[config.mk]
export PLATFORM = sky130hd
export DESIGN_NAME = itoa_front
export DESIGN_NICKNAME = d
export VERILOG_FILES = /design/src/rtl/core/itoa_pkg.sv /design/src/rtl/core/itoa_front.sv
export SDC_FILE = /design/constraint.sdc
export NUM_CORES = 1
export LEC_CHECK = 0
export BUFFER_PORTS_ARGS = -buffer_cell sky130_fd_sc_hd__buf_2
export CELL_PAD_IN_SITES_DETAIL_PLACEMENT = 0
export CELL_PAD_IN_SITES_GLOBAL_PLACEMENT = 2
export CORE_UTILIZATION = 37
export DETAILED_ROUTE_END_ITERATION = 12
export GPL_ROUTABILITY_DRIVEN = 1
export GPL_TIMING_DRIVEN = 1
export PLACE_DENSITY_LB_ADDON = 0.1
export REMOVE_ABC_BUFFERS = 1
export SLEW_MARGIN = 10
export SYNTH_ARGS = -nofsm -noshare
export SYNTH_HDL_FRONTEND = slang
export SYNTH_SLANG_ARGS = --single-unit
export TNS_END_PERCENT = 10
[constraint.sdc]
create_clock -name clk -period 5.6 [get_ports clk]
set_input_delay 1.12 -clock clk [delete_from_list [all_inputs] [get_ports clk]]
set_output_delay 1.12 -clock clk [all_outputs]
set_load 0.005 [all_outputs]
[src/rtl/core/itoa_pkg.sv]
`timescale 1ns / 1ps
`default_nettype none

package itoa_pkg;

  localparam int MAX_WIDTH = 32;
  localparam int CNT_W = ($clog2(MAX_WIDTH + 1) > 6) ? $clog2(MAX_WIDTH + 1) : 6;

  localparam int DIG_N     = 16;
  localparam int DIG_IDX_W = 4;
  localparam int ND_W      = 5;

  localparam logic [31:0] DEC_RECIP = 32'hCCCC_CCCD;
  localparam int          DEC_SHIFT = 35;

  localparam logic [7:0] CH_ZERO  = 8'h30;
  localparam logic [7:0] CH_A     = 8'h41;
  localparam logic [7:0] CH_MINUS = 8'h2D;
  localparam logic [7:0] CH_SPACE = 8'h20;

  typedef enum logic [1:0] {
    CMD_DEC   = 2'd0,
    CMD_OCT   = 2'd1,
    CMD_HEX32 = 2'd2,
    CMD_HEX64 = 2'd3
  } cmd_t;

  typedef enum logic [1:0] {
    RADIX_DEC = 2'd0,
    RADIX_OCT = 2'd1,
    RADIX_HEX = 2'd2
  } radix_t;

  typedef struct packed {
    logic [1:0]  command;
    logic [63:0] value;
    logic [5:0]  min_width;
    logic        zero_pad;
  } in_item_t;

  typedef struct packed {
    logic [7:0] character;
    logic       last;
  } out_item_t;

  typedef struct packed {
    radix_t             radix;
    logic [63:0]        mag;
    logic               neg;
    logic [CNT_W-1:0]   width;
    logic               zpad;
  } job_t;

  function automatic logic [7:0] digit_char(input logic [3:0] d);
    logic [7:0] d8;
    d8 = {4'b0, d};
    if (d < 4'd10) begin
      return CH_ZERO + d8;
    end else begin
      return CH_A + d8 - 8'd10;
    end
  endfunction

endpackage

`default_nettype wire

[src/rtl/core/itoa_front.sv]
`timescale 1ns / 1ps
`default_nettype none

module itoa_front (
  input  wire logic              clk,
  input  wire logic              rst,
  input  wire logic              push,
  output logic                   full,
  input  wire itoa_pkg::in_item_t request,
  output logic                   job_valid,
  input  wire logic              job_take,
  output itoa_pkg::job_t         job
);

  itoa_pkg::job_t job_in;
  logic [31:0]    low;
  logic [31:0]    low_neg;

  itoa_pkg::job_t queue [2];
  logic           wr_ptr;
  logic           rd_ptr;
  logic [1:0]     count;
  logic           do_push;
  logic           do_pop;

  always_comb begin
    low     = request.value[31:0];
    low_neg = 32'd0 - low;
    job_in.zpad  = request.zero_pad;
    job_in.width = (itoa_pkg::CNT_W'(request.min_width) >
                    itoa_pkg::CNT_W'(itoa_pkg::MAX_WIDTH)) ?
                   itoa_pkg::CNT_W'(itoa_pkg::MAX_WIDTH) :
                   itoa_pkg::CNT_W'(request.min_width);
    job_in.neg   = 1'b0;
    job_in.radix = itoa_pkg::RADIX_HEX;
    job_in.mag   = {32'd0, low};
    case (request.command)
      itoa_pkg::CMD_DEC: begin
        job_in.radix = itoa_pkg::RADIX_DEC;
        job_in.neg   = low[31];
        job_in.mag   = {32'd0, (low[31] ? low_neg : low)};
      end
      itoa_pkg::CMD_OCT: begin
        job_in.radix = itoa_pkg::RADIX_OCT;
      end
      itoa_pkg::CMD_HEX32: begin
        job_in.radix = itoa_pkg::RADIX_HEX;
      end
      itoa_pkg::CMD_HEX64: begin
        job_in.radix = itoa_pkg::RADIX_HEX;
        job_in.mag   = request.value;
      end
      default: begin
        job_in.radix = itoa_pkg::RADIX_HEX;
      end
    endcase
  end

  assign full      = (count == 2'd2);
  assign job_valid = (count != 2'd0);
  assign job       = queue[rd_ptr];
  assign do_push   = push && !full;
  assign do_pop    = job_take && job_valid;

  always_ff @(posedge clk) begin
    if (do_push) begin
      queue[wr_ptr] <= job_in;
    end
  end

  always_ff @(posedge clk) begin
    if (rst) begin
      wr_ptr <= 1'b0;
      rd_ptr <= 1'b0;
      count  <= 2'd0;
    end else begin
      if (do_push) begin
        wr_ptr <= !wr_ptr;
      end
      if (do_pop) begin
        rd_ptr <= !rd_ptr;
      end
      count <= count + {1'b0, do_push} - {1'b0, do_pop};
    end
  end

endmodule

`default_nettype wire

==> reports/metrics.cfg, run 1 <==
[layout]
area_growth_pct = 22.5
multi_input_area_um2 = 2270
regArea_um2 = 4550
antennaDiodeCount = 0
num-nets-final = 732
layout-drive-gt1-share_pct = 41.3
nFillCells = 1658

[route]
route.detailed.wl_per_inst_um = 17.9
vias = 4529
drc = 11
antenna_left = 0
dr.pass1.iters = 12
drt-initial-drc-count = 223
vias_per_cell = 5.09
wirelength_um = 15900

[synthesis]
synth_warnings = 0
yosys_most_used_dff = edfxtp_1
async_flop_share_pct = 0
yosysTopAreaCellShare_pct = 63.9
syn_avg_cell_area_um2 = 13.9
synth_edf_count = 148
synth_top_cell_by_area = edfxtp_1
synthTopCellsByArea = edfxtp_1 (64%), mux2_2 (12%), and2_1 (3.0%)
yosys_register_bits = 153
netlist_instances = 499
yosysMostFrequentCell = edfxtp_1
ys_types = 44
synth-seq-area-share_pct = 65.3
synthesis.area_um2 = 6950
synthTopCellsByCount = edfxtp_1 (148), mux2_2 (74), and2_1 (33), nand2_1 (33), clkbuf_1 (26)

[power_and_ir_drop]
power.switching_uw = 934
powerDensity_nw_per_um2 = 400
pwr-share-seq_pct = 46.5
pwr-share-clk_pct = 32.3
p_total_mw = 3.41
leakage_nw = 3.21
internal-power_mw = 2.47
ir_worst_vdd_mv = 0.470
combPwrFrac_pct = 21.2
switching_share_pct = 27.4

[worst_setup_path]
cp.required_ns = 4.48
critPathMaxFanout = 74
end_kind = output pin
path_class = flop to output pin
cp-start-kind = flop
rr_endpoint = queue[0][71]$_DFFE_PP_
cp.arrival_ns = 2.10
r2r-start = count[0]$_SDFF_PP0_
reg2reg_slack_ns = 3.43
r2r_cells = 4

[global_routing]
grt_util_all_layers_pct = 17.0
grt_pass1_vias = 4644
grt_antenna_before_repair = 0
grt_pass1_wl_um = 25100
overflow = 0
grt_max_degree = 75

[floorplan]
ios = 153
start_util_pct = 38.2
core-area_um2 = 18200
die_w_um = 139
die-area_um2 = 19300
row_count = 49
fp.dieH_um = 139

[placed_design]
port_buffers = 152
dp_hpwl_um = 10500
place_congestion = 0.757

[clock_tree]
clk_pin_slew_worst_paths_ns = 0.07
cts-buffers-inserted = 17
clock-sinks = 153
post_cts_buffers = 0
insertion_delay_ns = 0.42
htree_levels = 4
cts_root_buf = clkbuf_16
ctsHoldBuffers = 0
cts.path.max_buffers = 2
ctsResizeCount = 0
cts_tree = built

[timing]
relSlewSlack_pct = 24.7
worstMarginPinSlew_ns = 1.13
max_freq_mhz = 310
slew_violations = 0
fin_crit_sh_pct = 57.5
hold_violations = 0
fin_skew_ns = 0.0114
setup_viol = 0
period_needed_ns = 3.22
rsz0062_at_grt = false
fin_tns_setup_ns = 0

[status]
violations = design-rule violations
status = complete, but fails checks

[min_path]
hp-class = flop to flop
whs_path_depth = 2
holdPathEnd = rd_ptr$_SDFFE_PP0P_
hp-start = rd_ptr$_SDFFE_PP0P_

[flow_run]
maxCapViolCount = 0

logic make-up (layout without fill, tap and decap cells):
| family | count (synthesis) | after routing | share of synthesized area, % |
|---|---|---|---|
| DFF | 153 | 153 | 65.3 |
| and+or+nand+nor | 143 | 143 | 11.2 |
| AOI/OAI and AO/OA | 77 | 77 | 7.43 |
| muxes | 75 | 75 | 12.1 |
| buffers and inverters | 40 | 202 | 2.16 |
| adders and majority gates | 7 | 7 | 1.26 |
| xor gates and xnor gates | 4 | 4 | 0.504 |
registers in the layout, summed over array words and instances, names as in the netlist, named ones only:
register / flops
count: 2
wr_ptr: 1
queue: 148
rd_ptr: 1
metrics by stage:
stage	utilization (%)	instances	area (µm²)	hold slack, ns	worst slack (ns)
after floorplan	-	473	6860	0.481	0.793
after global placement	43.7	858	7950	0.495	1.97
after CTS	46.8	890	8520	0.528	2.33
final	46.8	890	8520	0.527	2.38
after detailed placement	43.7	858	7950	0.508	2.02
after global routing	46.8	890	8520	0.552	2.26
cells in the final DEF (no fill, tap or decap), drive strengths merged, types with 3 or more instances in the layout:
| master | instances |
|---|---|
| buf | 156 |
| edfxtp | 148 |
| mux2 | 74 |
| and2 | 33 |
| nand2 | 33 |
| inv | 20 |
| o21ai | 18 |
| nor2 | 18 |
| clkbuf | 18 |
| a21oi | 14 |
| nor3 | 12 |
| or3 | 10 |
| o31ai | 9 |
| o41ai | 8 |
| o211ai | 7 |
| ha | 7 |
| nor2b | 6 |
| nor4 | 6 |
| or2 | 6 |
| or4 | 6 |
| dfxtp | 5 |
| nand2b | 4 |
| o22ai | 4 |
| a31oi | 4 |
| nand3 | 4 |
| clkinvlp | 4 |
| clkinv | 3 |
worst max path at each step:
stage | cells after the start | startpoint | slack, ns | end
global route | 2 | flop | 2.26 | job[21]
global placement | 5 | request[71] | 1.97 | queue[0][29]$_DFFE_PP_
finish | 2 | flop | 2.38 | job[66]
floorplan | 2 | push | 0.79 | queue[0][0]$_DFFE_PP_
detailed placement | 5 | request[71] | 2.02 | queue[0][29]$_DFFE_PP_
CTS | 2 | flop | 2.33 | job[23]
area by class of cell:
type | count | share of cell area, %
Inverter | 14 | 0.617
Timing Repair Buffer | 156 | 9.28
Tap cell | 229 | 3.36
Clock buffer | 18 | 5.04
Multi-Input combinational cell | 306 | 26.7
Sequential cell | 153 | 53.4
Clock inverter | 14 | 1.63
power groups by stage:
stage	clock (mW)	combinational, mW	sequential, mW
3_5_place_dp	0	0.739	1.62
3_3_place_gp	0	0.738	1.61
5_1_grt	1.18	0.797	1.61
2_1_floorplan	0	0.430	1.58
4_1_cts	1.13	0.744	1.59
6_report	1.10	0.724	1.58
metal layers:
metal | part of all wire, % | track usage, %
met4 | 0.62 | 5.20
met2 | 49 | 28.5
met5 | 0 | 0
met3 | 5.5 | 4.39
met1 | 45 | 21.6
critical path: stages (launching register included):
cell,delay [ns]
dfxtp_4,1.03
mux2_2,0.43
buf_2,0.13
Power figures use the tool's default switching activity.
==> run 2: changes to the inputs <==
--- a/config.mk
+++ b/config.mk
@@ -5,10 +5,11 @@
 export SDC_FILE = /design/constraint.sdc
 export NUM_CORES = 1
 export LEC_CHECK = 0
+export ABC_AREA = 1
 export BUFFER_PORTS_ARGS = -buffer_cell sky130_fd_sc_hd__buf_2
 export CELL_PAD_IN_SITES_DETAIL_PLACEMENT = 0
 export CELL_PAD_IN_SITES_GLOBAL_PLACEMENT = 2
-export CORE_UTILIZATION = 37
+export CORE_UTILIZATION = 32
 export DETAILED_ROUTE_END_ITERATION = 12
 export GPL_ROUTABILITY_DRIVEN = 1
 export GPL_TIMING_DRIVEN = 1
==> constraint.sdc (replaced) <==
create_clock -name clk -period 2.81 [get_ports clk]
set_input_delay 0.562 -clock clk [delete_from_list [all_inputs] [get_ports clk]]
set_output_delay 0.562 -clock clk [all_outputs]
set_load 0.005 [all_outputs]
==> run 2 against run 1 <==
  * The run still ends with design-rule violations left
  * Critical endpoint is now job[52]
  * Clock skew shrank 0.0042 ns
  * Highest routed layer unchanged
  * Die area grew 22%
  * Wire length grew 11%
  * Synthesized cell count grew 31%
  * Setup slack lost 1.8 ns
  * Via count grew 13%
  * Clock-buffer cell count shrank 1
  * Register-to-register slack lost 2.7 ns
  * Final area grew 7.5%
  * Global-route usage shrank 1.7 points
  * Utilization shrank 6.2 points
==> reports/metrics.cfg, run 2 <==
[floorplan]
row_count = 55
core-area_um2 = 22600
die_w_um = 154
fp.dieH_um = 154
ios = 153
die-area_um2 = 23600
start_util_pct = 32.6

[power_and_ir_drop]
p_total_mw = 7.14
leakage_nw = 3.96
ir_worst_vdd_mv = 0.341
powerDensity_nw_per_um2 = 780

[route]
route.detailed.wl_per_inst_um = 16.0
antenna_left = 0
vias = 5112
drt-initial-drc-count = 165
drc = 2
dr.pass1.iters = 8
vias_per_cell = 4.59
wirelength_um = 17800

[clock_tree]
clock-sinks = 153
post_cts_buffers = 0
insertion_delay_ns = 0.42
ctsResizeCount = 0
clk_pin_slew_worst_paths_ns = 0.07
cts-buffers-inserted = 17
cts_root_buf = clkbuf_16
cts_tree = built
cts.path.max_buffers = 2
htree_levels = 4
ctsHoldBuffers = 0

[timing]
slew_violations = 0
relSlewSlack_pct = 44.6
fin_skew_ns = 0.00723
worstMarginPinSlew_ns = 0.822
hold_violations = 0
whs_ns = 0.341
rsz0062_at_grt = false
setup_viol = 0
max_freq_mhz = 439
fin_crit_sh_pct = 81.0
period_needed_ns = 2.28

[synthesis]
netlist_instances = 654
async_flop_share_pct = 0
synth_warnings = 0
ys_types = 38
yosysMostFrequentCell = edfxtp_1
yosys_most_used_dff = edfxtp_1
synth_edf_count = 148
synthesis.area_um2 = 7360
yosys_register_bits = 153
synthTopCellsByCount = edfxtp_1 (148), nand2_1 (135), inv_1 (76)
synthTopCellsByArea = edfxtp_1 (60%), mux2_2 (11%), nand2_1 (6.9%)
yosysTopAreaCellShare_pct = 60.4
syn_avg_cell_area_um2 = 11.3
synth_top_cell_by_area = edfxtp_1
synth-seq-area-share_pct = 61.8

[worst_setup_path]
worst_path_max_delay_cell = buf_4
r2r_cells = 8
critPathMaxFanout = 32
cp-start-kind = flop
reg2reg_slack_ns = 0.77
rr_endpoint = count[1]$_SDFF_PP0_
path_cells = buf_4 -> mux2_2 -> buf_2
cp.required_ns = 2.25
critPathMaxStageDelay_ns = 0.40
r2r-start = count[1]$_SDFF_PP0_
path_class = flop to output pin
cp.arrival_ns = 1.71
end_kind = output pin

[status]
violations = design-rule violations
status = complete, but fails checks

[layout]
layout-drive-gt1-share_pct = 36.1
top_register = queue
final_cells = 1114
layout_common_cells = buf_2 (152), edfxtp_1 (148), nand2_1 (135)
biggestRegsByFlops = queue x148, count x2
area_growth_pct = 24.4
num-nets-final = 900
largest_reg_flops = 148
antennaDiodeCount = 0
final_common_cell = buf_2
nFillCells = 2243

[placed_design]
dp_hpwl_um = 12600
place_congestion = 0.823
port_buffers = 152
dp.cells = 1082

[global_routing]
grt_antenna_before_repair = 0
grt_pass1_vias = 5190
grt_util_all_layers_pct = 15.3
grt_pass1_wl_um = 27800
grt_max_degree = 43
overflow = 0

[min_path]
hp-start = request[0]
holdPathEnd = queue[1][0]$_DFFE_PP_
whs_path_depth = 1
hp-class = input pin to flop

[flow_run]
maxCapViolCount = 0

[run 2: logic make-up after synthesis]
| logic type | after synthesis | share of synthesized area, % |
|---|---|---|
| DFF | 153 | 61.8 |
| AOI/OAI and AO/OA | 46 | 3.54 |
| and+or+nand+nor | 264 | 15.9 |
| muxes | 74 | 11.3 |
| buffers and inverters | 107 | 5.90 |
| adders and majority gates | 7 | 1.19 |
| xor gates and xnor gates | 3 | 0.357 |
[run 2: where the power goes]
group	leakage (nW)	internal (mW)	switching, mW
clock network	0.307	1.44	0.995
logic	2.19	0.791	0.895
registers	1.46	2.94	0.0790
total	3.96	5.17	1.97
[run 2: critical path: cells and delay by family (launching register included)]
| kind | cells | cell delay [ns] |
|---|---|---|
| buffers and inverters | 2 | 0.54 |
| flip-flops | 1 | 0.36 |
| multiplexers | 1 | 0.39 |
[run 2: through the flow]
| stage | setup slack (ns) | setup TNS [ns] | cell area (µm²) | util, % |
|---|---|---|---|---|
| after floorplan | -1.56 | -235.34 | 7240 | - |
| after global placement | 0.639 | 0 | 8530 | 37.8 |
| after detailed placement | 0.598 | 0 | 8530 | 37.8 |
| after CTS | 0.496 | 0 | 9160 | 40.6 |
| after global routing | 0.441 | 0 | 9160 | 40.6 |
| final | 0.534 | 0 | 9160 | 40.6 |
[run 2: per-layer routing]
metal | share of wire [%] | vias to the layer above | GRT usage (%)
li1 | - | 2552 | -
met1 | 46 | 2416 | 19.4
met4 | 1.4 | 0 | 5.14
met2 | 49 | 130 | 26.3
met5 | 0 | - | 0
met3 | 4.2 | 14 | 2.90
[run 2: area by class of cell]
class                      instances  area [µm²]  area share (%)
tap                              285         357            3.89
multi-input combinational        394        2390            26.2
inverter                          85         319            3.48
clock buffer                      17         425            4.65
timing repair buffer             165         908            9.92
clock inverter                    15         204            2.23
sequential                       153        4550            49.7
[run 2: how the worst max path moves through the flow]
stage,from,to,cells past startpoint
after floorplan,push,queue[1][0]$_DFFE_PP_,2
after detailed placement,request[71],queue[1][15]$_DFFE_PP_,9
after CTS,flop,job[49],3
final,flop,job[52],3
after global routing,flop,job[49],3
after global placement,request[71],queue[0][15]$_DFFE_PP_,9
